File: src/design/bond_repulsion_energy_accumulator_macros.svh
// Assertion macros for the accumulator, which checks itself.
`ifndef BOND_REPULSION_ENERGY_ACCUMULATOR_MACROS_SVH
`define BOND_REPULSION_ENERGY_ACCUMULATOR_MACROS_SVH

// Checks that a condition implies another in the same cycle.
`define BREA_ASSERT(label, ante, cons, msg) \
  label: assert property (@(posedge clk) disable iff (rst) (ante) |-> (cons)) else $error(msg);

// Checks that a condition implies another in the following cycle.
`define BREA_ASSERT_NEXT(label, ante, cons, msg) \
  label: assert property (@(posedge clk) disable iff (rst) (ante) |=> (cons)) else $error(msg);

`endif

File: src/design/brea_pkg.sv
package brea_pkg;

  localparam int MAX_ATOMS_DEF = 256;

  localparam logic [1:0] OP_LOAD = 2'd0;
  localparam logic [1:0] OP_BOND = 2'd1;
  localparam logic [1:0] OP_REPULSE = 2'd2;

  localparam logic REG_SPRING = 1'b0;
  localparam logic REG_REPULSION = 1'b1;

  localparam logic [17:0] SPRING_RESET = 18'd128000;
  localparam logic [15:0] REPULSION_RESET = 16'd2560;

  localparam logic [47:0] E_MAX = 48'hFFFF_FFFF_FFFF;

  localparam logic [5:0] SQRT_STEPS = 6'd25;
  localparam logic [5:0] DIV_STEPS = 6'd56;

  typedef struct packed {
    logic start;
    logic is_sqrt;
  } iter_ctl_t;

  typedef struct packed {
    logic busy;
    logic done;
  } iter_stat_t;

endpackage

File: src/design/brea_iter.sv
module brea_iter (
  input  logic                 clk,
  input  logic                 rst,
  input  brea_pkg::iter_ctl_t  ctl,
  input  logic [55:0]          operand,
  input  logic [49:0]          divisor,
  output brea_pkg::iter_stat_t stat,
  output logic [55:0]          result
);

  logic [55:0] src;
  logic [50:0] rem;
  logic [49:0] div_r;
  logic [5:0]  cnt;
  logic        sq;
  logic        busy;
  logic        done;
  logic [50:0] rem_sh;
  logic [50:0] trial;
  logic        ge;

  always_comb begin
    if (sq) begin
      rem_sh = {rem[48:0], src[55:54]};
      trial = 51'({result[24:0], 2'b01});
    end else begin
      rem_sh = {rem[49:0], src[55]};
      trial = 51'(div_r);
    end
    ge = rem_sh >= trial;
  end

  always_ff @(posedge clk) begin
    if (rst) begin
      busy <= 1'b0;
      done <= 1'b0;
      cnt <= '0;
    end else begin
      done <= 1'b0;
      if (ctl.start) begin
        busy <= 1'b1;
        cnt <= ctl.is_sqrt ? brea_pkg::SQRT_STEPS : brea_pkg::DIV_STEPS;
      end else if (busy) begin
        cnt <= cnt - 6'd1;
        if (cnt == 6'd1) begin
          busy <= 1'b0;
          done <= 1'b1;
        end
      end
    end
  end

  always_ff @(posedge clk) begin
    if (ctl.start) begin
      src <= operand;
      div_r <= divisor;
      sq <= ctl.is_sqrt;
      rem <= '0;
      result <= '0;
    end else if (busy) begin
      src <= sq ? {src[53:0], 2'b00} : {src[54:0], 1'b0};
      rem <= ge ? rem_sh - trial : rem_sh;
      result <= {result[54:0], ge};
    end
  end

  assign stat.busy = busy;
  assign stat.done = done;

endmodule

File: config.mk
export PLATFORM = sky130hd
export DESIGN_NAME = brea_iter
export DESIGN_NICKNAME = d
export VERILOG_FILES = /design/src/design/bond_repulsion_energy_accumulator_macros.svh /design/src/design/brea_pkg.sv /design/src/design/brea_iter.sv
export SDC_FILE = /design/constraint.sdc
export NUM_CORES = 1
export LEC_CHECK = 0
export BUFFER_PORTS_ARGS = -buffer_cell sky130_fd_sc_hd__buf_2
export CORE_ASPECT_RATIO = 1.25
export CORE_UTILIZATION = 53
export CTS_CLUSTER_DIAMETER = 60
export DETAILED_ROUTE_END_ITERATION = 6
export PLACE_DENSITY = 0.82
export SETUP_SLACK_MARGIN = 0.1
export SYNTH_ARGS = -nofsm -noshare
export SYNTH_HDL_FRONTEND = slang
export SYNTH_SLANG_ARGS = --single-unit
File: constraint.sdc
create_clock -name clk -period 4.25 [get_ports clk]
set_input_delay 0.85 -clock clk [delete_from_list [all_inputs] [get_ports clk]]
set_output_delay 0.85 -clock clk [all_outputs]
set_load 0.1 [all_outputs]
==> out/results.txt, run 1 <==
The run gives 1 as the number of antenna violations at the first check in global routing. STA classifies the critical path endpoint as a register. The detail-routed via count per cell is 5.69, and the number of I/O port buffers is 167. After floorplanning, the core was divided into 63 placement rows.

The type of the worst min-delay path is register to register. After detailed routing, the number of remaining DRC violations is 0. Leaving out fill and tap cells, the most frequent cells in the layout are 166 x mux2i_1, 166 x buf_2, 137 x nor2_1. At the worst endpoint, the required time is 4.70 ns.

The period utilization was 0.954. No sink is reached through more buffers than the 3 on the longest clock path. Sum of internal, switching and leakage power: 7.57 mW. The worst setup slack after layout is 0.197 ns. Routability-driven placement finished with a final weighted congestion of 0.900. The worst setup path is of the register to register kind.

By area the synthesized netlist is led by edfxtp_1 25%, dfxtp_1 18%, mux2i_1 13%. Setup repair after global routing could not meet its margin everywhere. Clock latency on the worst-skew pair, taken at its later pin, is 0.52 ns. The tool flagged a number of max-cap violations equal to 0.

The headroom to the max-slew limit came out at 0.237. The core region is 23700 um2. The async set or reset register ratio after synthesis is 0.

The run finished with clean final reports. The post-synthesis net count is 1465, and the maximum fanout encountered on the critical timing path is 24. The logs give 0.430 for the sequential share of the synthesized area and 6.33 nW for the standby leakage power. The cell count after synthesis came out at 1302. The die extent in x was 141 um; the total overflow reported by the global router was 0. The cell chosen for the clock root is clkbuf_16. The tools report the number of hold violations in the final report as 0. After synthesis, the netlist uses 62 different library cells. The number of DRC violations after detailed-routing iteration 0 is 576.

The die covers 24800 um2. The number of warnings issued by yosys came out at 0. The layout has 1958 filler cells. In this run, synthesis inferred 107 flip-flops with an integrated enable.

The flip-flop and latch count after synthesis is 221. The type of origin of the critical path was a register. The top cell type's share of synthesized area was 0.251. TritonCTS built the clock tree. In this run the vertical extent of the chip is 176 um.

The effective utilization at floorplan came out at 0.539. STA puts the critical path data arrival time at 4.51 ns. Detailed placement finished with a half-perimeter wire length of 19800 um. The pre-antenna-repair detailed-routing pass consisted of 5 iterations. The logs give 1765 for the non-filler instance count after layout and 28800 um for the wire length reported by the detailed router. The logs give 9870 for the number of global-route vias before repair and 0 for the number of buffers inserted by hold repair at cts.

In this run, placement finished with an instance count of 1714. Counting I/O delays and the setup requirement, the final critical path takes 4.05 ns. In the final routed layout, each cell accounts on average for 16.3 um. The mapped netlist covers 12800 um2.

The number of H-tree branching levels is 1, and the maximum operating frequency is 247 MHz. VDD sags by at most 0.337 mV. The net count of the finished layout is 1585.

The tools report the number of clock buffers inserted by TritonCTS as 25. Share of final-layout standard cells stronger than drive strength 1: 0.209. The clock drives 221 sinks.

On the final layout, the worst clock skew is 0.00766 ns. The number of vias in the routed layout is 10045, and the clock transition at the registers of the reported paths is 0.06 ns. In this run the power density over the cells is 514 nW/um2. The run gives 153 as the maximum number of pins on one net before global-route repair. The tools report the number of top-level pins as 168. At the pin with the least slew margin, the transition time is 1.14 ns.

Once detail routing completed, the nets flagged for antenna violations numbered 0. The tools report the global routing usage summed across all routing layers as 0.233. The run gives 0 as the number of setup violations in the final report.

Flip-flop cell with the highest count after synthesis: dfxtp_1. The average instance in the mapped netlist occupies 9.82 um2. Count of antenna diodes in the layout: 0. The first global-routing pass estimated 47200 um of wire.

At the placement stage, the worst setup path has a slack of -0.00554 ns. The largest area contributor in the netlist was edfxtp_1. The area added between synthesis and finish was 15.2%; the number of max-slew violations in the final report was 0.
-- logic make-up (layout without fill, tap and decap cells) --
logic type	after synthesis	count (layout)	share of synthesized area
and+or+nand+nor	362	362	0.128
DFF	221	221	0.430
xor gates and xnor gates	49	49	0.0336
AOI/OAI and AO/OA	296	296	0.146
adders and majority gates	53	53	0.0525
buffers and inverters	104	242	0.0354
muxes	217	217	0.175
-- cell usage after synthesis (28+ instances only) --
library cell	count
clkbuf_1	59
o21ai_0	92
ha_1	52
a211oi_1	37
nand2_1	115
dfxtp_1	114
a21o_1	28
nand2b_1	33
edfxtp_1	107
mux2_2	51
nor2_1	137
mux2i_1	166
a21oi_1	61
-- layout make-up --
type                            instances  area, um2  share of cell area
Timing Repair Buffer                  184       1050              0.0714
Sequential cell                       221       5500               0.373
Clock buffer                           33        686              0.0465
Tap cell                              325        407              0.0276
Inverter                               13       48.8             0.00331
Clock inverter                         12        133             0.00900
Multi-Input combinational cell        977       6910               0.469
-- flip-flops by register name (all words and copies together), names as in the netlist --
| register | count |
|---|---|
| sq | 1 |
| rem | 50 |
| div_r | 50 |
| src | 56 |
| cnt | 6 |
| busy | 1 |
| done | 1 |
| result | 56 |
-- metal layers --
layer | up-vias | share of wire | GRT usage
li1 | 4967 | - | -
met1 | 4733 | 0.40 | 0.268
met2 | 266 | 0.52 | 0.429
met3 | 77 | 0.049 | 0.0379
met4 | 2 | 0.033 | 0.0919
met5 | - | 0.00045 | 0
-- critical path: stages (launching register included) --
cell       delay [ns]
edfxtp_1         0.50
buf_4            0.19
bufbuf_16        0.34
mux2i_1          0.35
ha_1             0.26
nand4_1          0.17
or3_1            0.42
o22ai_1          0.23
nor3_2           0.10
a211oi_4         0.29
a211o_4          0.23
buf_4            0.36
mux2i_1          0.28
mux2i_1          0.10
nor2_1           0.13
-- what timing repair did --
item | 4_1_cts | 5_1_grt
gates resized for setup | 1 | 15
endpoints found under the setup margin | 1 | 31
pin swaps | 0 | 1
setup buffers | 2 | 2
gates cloned | 1 | 1
-- power breakdown --
part	switching, mW	internal [mW]
sequential	0.129	2.45
clock	0.879	1.27
combinational	1.62	1.22
-- metrics by stage --
step                      cell area (um2)  setup TNS (ns)  hold slack, ns   util
final                               14700               0           0.486  0.621
after global placement              13800         -0.0198           0.459  0.580
after global routing                14700        -0.00524           0.482  0.621
after detailed placement            13800        -0.00554           0.463  0.580
after floorplan                     12800               0           0.435      -
after CTS                           14600               0           0.479  0.616
-- worst paths after layout --
| kind | from | endpoint | slack [ns] | cells after the start |
|---|---|---|---|---|
| setup / recovery | sq | rem[0] | 0.20 | 14 |
| hold / removal | rem[43] | rem[43] | 0.49 | 2 |
| setup reg to reg | sq | rem[0] | 0.20 | 14 |
| hold reg to reg | rem[43] | rem[43] | 0.49 | 2 |
Note: power is estimated with default switching activity, not from simulation.
==> inputs of run 2 (changes only) <==
--- a/config.mk
+++ b/config.mk
@@ -10,7 +10,7 @@
 export CORE_UTILIZATION = 53
 export CTS_CLUSTER_DIAMETER = 60
 export DETAILED_ROUTE_END_ITERATION = 6
-export PLACE_DENSITY = 0.82
+export PLACE_DENSITY_LB_ADDON = 0.2
 export SETUP_SLACK_MARGIN = 0.1
 export SYNTH_ARGS = -nofsm -noshare
 export SYNTH_HDL_FRONTEND = slang
==> run 2 against run 1 <==
  * Final area grew 0.36%
  * Sequential share of layout area decreased by 0.13 points
  * Sequential power barely moved
  * Count of clock-buffer cells in the layout did not move
  * Register-to-register slack gained 0.09 ns
  * Setup slack better by 0.088 ns
  * Critical path depth unchanged
  * Die area unchanged
  * Sequential cell count did not move
  * Non-clock buffer count rose by 12
  * Global-route usage decreased by 0.12 points
  * Combinational power fell by 2%
==> out/results.txt, run 2 (synthesis results as in run 1) <==
The first-pass GRT wire length came out at 47100 um (was 47200 um). The share of final-layout standard cells stronger than drive strength 1 is 0.210 (was 0.209). The logs give 0.52 ns (about the same) for the worst-skew pair later-pin latency and 14800 um2 (was 14700 um2) for the design area. The worst ir drop on vdd was 0.314 mV (was 0.337 mV); the wire length reported by the detailed router was 28600 um (was 28800 um). The internal portion of total power was 5.04 mW (was 4.94 mW). The layer carrying the most global-route usage was met2 (unchanged). Met3 track demand over resource: 0.0504 (was 0.0379). The tools report the required time reported for the critical path endpoint as 4.69 ns (was 4.70 ns). The share of total power consumed by net switching is 0.339 (was 0.347). The run gives 0 (unchanged) as the number of violations of the max-capacitance limit. The worst-case clock buffer depth came out at 3 (unchanged). The type of the worst min-delay path was register to register (unchanged). Global routing usage summed across all routing layers: 0.232 (was 0.233).

The number of nets in the finished design was 1598 (was 1585); the remaining antenna violation count after routing was 0 (unchanged). The placeable core region was 23700 um2 (unchanged). The number of global-route vias before repair was 9584 (was 9870). Registers with the most flip-flops: result x56, src x56 (unchanged). The logs give 0 (unchanged) for the DRC violation count after routing and 0.301 (was 0.268) for the fraction of met1 tracks used by global routing.

The period utilization came out at 0.933 (was 0.954). The logs give 0.386 (was 0.429) for the met2 usage and 26 (was 25) for the number of clock buffers inserted by TritonCTS. The logs give 0 (was 1) for the total of cells resized after clock tree synthesis and 0 (unchanged) for the number of setup violations in the final report. The number of H-tree branching levels is 1 (unchanged). The number of max-slew violations in the final report was 0 (unchanged); the detail-routed via count per cell was 5.52 (was 5.69). Setup repair after global routing could not meet its margin everywhere. Start point of the critical path: sq (unchanged).

The average detailed-routed wire length per instance is 16.1 um (was 16.3 um). The tools report the final setup TNS as 0 ns (unchanged). The part of the total power dissipated in sequential elements came out at 0.337 (was 0.341).

Arrival time at the worst endpoint: 4.40 ns (was 4.51 ns). The number of buffers inserted by hold repair at cts was 0 (unchanged); the weighted congestion reported at the end of routability-driven placement was 0.909 (was 0.900). The critical hold path startpoint is rem[43] (unchanged). The final clock skew is 0.00728 ns (was 0.00766 ns). The flow ran to the end, and the final reports show no timing, DRC or antenna violations.

The first-pass detailed-route iteration total was 5 (unchanged). The setup fix buffers added after clock tree synthesis came out at 0 (was 2). The number of clock sinks seen by CTS was 221 (unchanged); the y dimension of the die was 176 um (unchanged). The number of hold violations in the final report was 0 (unchanged). The maximum number of pins on one net before global-route repair was 171 (was 153). The run gives 0.539 (unchanged) as the effective utilization at floorplan.

The sum of net half-perimeters after detailed placement was 20200 um (was 19800 um). The clock transition at the registers of the reported paths was 0.06 ns (about the same). The non-filler instance count after layout is 1779 (was 1765). The tools report the launch point of the worst reg-to-reg path as sq (unchanged). Commonest cells after routing, fill and taps aside: 166 x mux2i_1, 166 x buf_2, 137 x nor2_1 (unchanged). The combinational share of power is 0.366 (was 0.375), and the headroom to the max-slew limit is 0.267 (was 0.237). The number of I/O port buffers is 167 (unchanged). The maximum fanout encountered on the critical timing path is 27 (was 24), and the shortest period the worst path allows is 3.96 ns (was 4.05 ns). The run gives 0 (unchanged) as the total overflow reported by the global router.

The number of vias in the routed layout was 9827 (was 10045); the transition at the pin with the smallest max-transition slack was 1.10 ns (was 1.14 ns). The part of the power in the clock network came out at 0.297 (was 0.284). Number of top-level pins: 168 (unchanged). The element type at the critical path end was a register (unchanged).

The number of antenna violations at the first check in global routing was 0 (was 1); the switching power total was 2.58 mW (was 2.63 mW). The logs give 63 (unchanged) for the placement row count and 1732 (was 1714) for the number of placed instances, taps included. The area of the die was 24800 um2 (unchanged); the power density over the cells was 515 nW/um2 (was 514 nW/um2). The placed standard-cell area is 13900 um2 (was 13800 um2). TritonCTS built the clock tree. For the standby leakage power, the log shows 6.38 nW (was 6.33 nW). The die extent in x is 141 um (unchanged). Cell chosen for the clock root: clkbuf_16 (unchanged). The run gives 2014 (was 1958) as the number of filler instances in the final layout. The tools report the maximum operating frequency as 252 MHz (was 247 MHz). The kind of critical path was register to register (unchanged).

The area added between synthesis and finish is 15.6% (was 15.2%). The run gives 0 (unchanged) as the count of antenna diodes in the layout. The type of origin of the critical path is a register (unchanged).

The sum of internal, switching and leakage power is 7.62 mW (was 7.57 mW). The number of DRC violations after detailed-routing iteration 0 is 484 (was 576).
[run 2: changes by cell type in the layout (fill, tap and decap cells not counted), sizes merged]
cell	delta
bufinv	+1
buf	+15
inv	-2
clkinv	+3
clkbuf	-2
bufbuf	-1
[run 2: area by class of cell]
cell class,count,area [um2],area share
Clock inverter,14,156,0.0106
Inverter,13,48.8,0.00330
Tap cell,325,407,0.0275
Multi-Input combinational cell,977,6840,0.463
Sequential cell,221,5500,0.372
Clock buffer,33,718,0.0486
Timing Repair Buffer,196,1110,0.0752
[run 2: through the flow]
stage	hold slack [ns]	util	setup slack (ns)
floorplan	0.435	-	0.140
finish	0.476	0.623	0.285
global route	0.478	0.623	0.0438
CTS	0.473	0.623	0.263
global placement	0.466	0.586	0.374
detailed placement	0.471	0.586	0.278
[run 2: critical path: stages, from the launching register on]
cell	delay, ns
edfxtp_1	0.43
buf_12	0.20
or2_2	0.30
ha_1	0.21
fa_1	0.41
and2b_1	0.25
o211ai_2	0.11
a31o_2	0.28
o211ai_1	0.27
a31oi_1	0.20
nor4_1	0.34
nor3_2	0.11
nor3_1	0.18
mux2_2	0.36
a211oi_1	0.21
[run 2: power groups by stage]
| stage | Combinational (mW) | Clock (mW) | Sequential, mW |
|---|---|---|---|
| global placement | 2.74 | 0 | 2.61 |
| detailed placement | 2.76 | 0 | 2.61 |
| CTS | 2.78 | 2.32 | 2.57 |
| global route | 3.09 | 2.39 | 2.59 |
| floorplan | 2.17 | 0 | 2.59 |
| finish | 2.79 | 2.26 | 2.57 |
[run 2: path summary, 6_finish.rpt]
path | to | slack, ns | depth (start not counted)
worst min register to register | rem[43] | 0.48 | 2
worst max register to register | rem[42] | 0.29 | 14
worst min-delay path | rem[43] | 0.48 | 2
worst max-delay path | rem[42] | 0.29 | 14
[run 2: layer usage]
metal,share of wire,vias to the layer above
li1,-,4996
met1,0.44,4570
met2,0.47,212
met3,0.059,49
met4,0.025,0
met5,0,-
==> inputs of run 3 (changes only) <==
--- a/config.mk
+++ b/config.mk
@@ -7,7 +7,8 @@
 export LEC_CHECK = 0
 export BUFFER_PORTS_ARGS = -buffer_cell sky130_fd_sc_hd__buf_2
 export CORE_ASPECT_RATIO = 1.25
-export CORE_UTILIZATION = 53
+export CORE_UTILIZATION = 55
+export CTS_BUF_LIST = sky130_fd_sc_hd__clkbuf_2 sky130_fd_sc_hd__clkbuf_4 sky130_fd_sc_hd__clkbuf_8
 export CTS_CLUSTER_DIAMETER = 60
 export DETAILED_ROUTE_END_ITERATION = 6
 export PLACE_DENSITY_LB_ADDON = 0.2
==> run 3 against run 2 <==
  * Power shrank 3.1%
  * First-iteration DRC count shrank 4.5%
  * Sequential power is essentially flat
  * Sequential cell count is the same
  * Count of clock-buffer cells in the layout grew 25
==> out/results.txt, run 3 (synthesis results as in run 1) <==
First-pass detailed-route iteration total: 5 (unchanged). The run gives 0 (unchanged) as the remaining antenna violation count after routing. The number of DRC violations after detailed-routing iteration 0 came out at 462 (was 484).

The period utilization was 0.927 (was 0.933). The y dimension of the die was 172 um (was 176 um); the count of antenna diodes in the layout was 0 (unchanged). The share of final-layout standard cells stronger than drive strength 1 came out at 0.224 (was 0.210). The number of max-slew violations in the final report was 0 (unchanged). The maximum operating frequency is 254 MHz (was 252 MHz). Setup repair after global routing left no endpoint under its margin. The final setup TNS is 0 ns (unchanged), and the switching power total is 2.55 mW (was 2.58 mW). The logs give 38 (was 26) for the number of clock buffers inserted by TritonCTS and 21000 um (was 20200 um) for the sum of net half-perimeters after detailed placement. The standby leakage power was 6.38 nW (about the same). Commonest cells after routing, fill and taps aside: 166 x mux2i_1, 166 x buf_2, 137 x nor2_1 (unchanged). The logs give 0.274 (was 0.297) for the part of the power in the clock network and 0.31 ns (was 0.29 ns) for the worst reg-to-reg setup slack.

The internal portion of total power was 4.84 mW (was 5.04 mW). The number of nets in the finished design is 1609 (was 1598). The final clock skew is 0.0226 ns (was 0.00728 ns), and the longest individual stage delay on the worst path is 0.50 ns (was 0.43 ns). The detail-routed via count per cell is 5.61 (was 5.52), and the number of vias in the routed layout is 9897 (was 9827).

Chain of cells forming the critical path: buf_12, mux2i_1, ha_1, fa_1, and2b_1, o211ai_2, a31o_2, o211ai_1, a31oi_1, nor4_2, nor3_2, nor3_1, mux2_2, a211oi_1 (was buf_12, or2_2, ha_1, fa_1, and2b_1, o211ai_2, a31o_2, o211ai_1, a31oi_1, nor4_1, nor3_2, nor3_1, mux2_2, a211oi_1). The clock transition at the registers of the reported paths came out at 0.06 ns (about the same). The number of filler instances in the final layout came out at 1878 (was 2014).

The tools report the sequential cell area in the final layout as 5500 um2 (unchanged). The shortest period the worst path allows works out to 3.94 ns (was 3.96 ns). The logs give 0 (unchanged) for the DRC violation count after routing and 0.309 mV (was 0.314 mV) for the worst ir drop on vdd. The logs give 0.240 (was 0.232) for the global routing usage summed across all routing layers and 0.463 (was 0.267) for the headroom to the max-slew limit. The placed standard-cell area came out at 13800 um2 (was 13900 um2). The area added between synthesis and finish was 14.8% (was 15.6%). For the number of hold violations in the final report, the log shows 0 (unchanged). The run gives 2 (was 1) as the number of H-tree branching levels. The number of I/O port buffers came out at 167 (unchanged).

Required time reported for the critical path endpoint: 4.67 ns (was 4.69 ns). Registers with the most flip-flops: result x56, src x56 (unchanged). The tools report the type of origin of the critical path as a register (unchanged).

The share of total power consumed by net switching came out at 0.345 (was 0.339). The type of the worst min-delay path was register to register (unchanged). The run gives 14700 um2 (was 14800 um2) as the design area.

The logs give 23900 um2 (was 24800 um2) for the area of the die and 0.559 (was 0.539) for the effective utilization at floorplan. The logs give 4.36 ns (was 4.40 ns) for the arrival time at the worst endpoint and 221 (unchanged) for the number of clock sinks seen by CTS. The transition at the pin with the smallest max-transition slack is 0.805 ns (was 1.10 ns). The tools report the placement row count as 62 (was 63).

The logs give 6850 um2 (was 6840 um2) for the area taken by multi-input logic gates and 1 (was 0) for the number of antenna violations at the first check in global routing. The total overflow reported by the global router was 0 (unchanged); the maximum fanout encountered on the critical timing path was 13 (was 27). Die extent in x: 138 um (was 141 um).

Kind of critical path: register to register (unchanged). The number of global-route vias before repair is 9454 (was 9584). The first-pass GRT wire length is 46700 um (was 47100 um).

The number of violations of the max-capacitance limit is 0 (unchanged), and the wire length reported by the detailed router is 29200 um (was 28600 um). Number of setup violations in the final report: 0 (unchanged). Power density over the cells: 503 nW/um2 (was 515 nW/um2). The cell chosen for the clock root was clkbuf_8 (was clkbuf_16). The part of the total power dissipated in sequential elements is 0.349 (was 0.337). The flow ran to the end, and the final reports show no timing, DRC or antenna violations. The element type at the critical path end was a register (unchanged). The run gives 0.915 (was 0.909) as the weighted congestion reported at the end of routability-driven placement. The combinational share of power is 0.377 (was 0.366), and the worst-skew pair later-pin latency is 0.53 ns (was 0.52 ns).

Worst-case clock buffer depth: 3 (unchanged). Placeable core region: 22900 um2 (was 23700 um2). Critical path's top delay family: compound AO/OA/AOI/OAI gates (was simple AND/OR/NAND/NOR gates). The slowest library cell on the worst path is edfxtp_1 (unchanged). TritonCTS built the clock tree. For the number of top-level pins, the log shows 168 (unchanged). The average detailed-routed wire length per instance was 16.5 um (was 16.1 um). The count of buffer and inverter cells on the critical path was 1 (unchanged); the maximum number of pins on one net before global-route repair was 80 (was 171).
run 3: stage by stage:
stage	worst slack, ns	power, mW	std cells	utilization	hold slack (ns)
after floorplan	0.140	4.75	1302	-	0.435
after global placement	0.335	5.33	1694	0.605	0.453
after detailed placement	0.316	5.36	1694	0.605	0.469
after CTS	0.235	7.41	1763	0.641	0.464
after global routing	0.0716	7.84	1763	0.641	0.464
final	0.309	7.38	1763	0.641	0.479
run 3: what timing repair did:
item | CTS | global route
hold buffers | 0 | 0
setup endpoints to repair | 0 | 6
buffers inserted | 0 | 0
gates resized for setup | 0 | 4
run 3: path summary, 6_finish.rpt:
kind / startpoint / to / depth (start not counted)
min reg2reg: rem[43] / rem[43] / 2
max reg2reg: sq / rem[42] / 14
min: rem[43] / rem[43] / 2
max: sq / rem[42] / 14
run 3: power by group through the flow:
stage	combinational (mW)	sequential, mW	clock [mW]
4_1_cts	2.76	2.57	2.08
3_3_place_gp	2.72	2.61	0
2_1_floorplan	2.17	2.59	0
3_5_place_dp	2.74	2.62	0
5_1_grt	3.07	2.60	2.17
6_report	2.78	2.58	2.02
run 3: cell type report:
cell class,count,share of cell area
Clock buffer,58,0.0476
Clock inverter,11,0.00767
Inverter,13,0.00332
Multi-Input combinational cell,977,0.467
Sequential cell,221,0.375
Tap cell,288,0.0245
Timing Repair Buffer,195,0.0755
run 3: worst reg2reg max path: stages (launching register included):
cell and delay, ns:
edfxtp_1 0.50, buf_12 0.20, mux2i_1 0.15, ha_1 0.25, fa_1 0.43, and2b_1 0.25, o211ai_2 0.10, a31o_2 0.29
o211ai_1 0.26, a31oi_1 0.21, nor4_2 0.30, nor3_2 0.12, nor3_1 0.17, mux2_2 0.36, a211oi_1 0.24
run 3: routing by layer:
layer / track usage / vias to the layer above / part of all wire
met5: 0 / - / 0.00041
met4: 0.0679 / 2 / 0.019
met2: 0.422 / 189 / 0.49
met1: 0.295 / 4631 / 0.44
met3: 0.0573 / 44 / 0.052
li1: - / 5031 / -
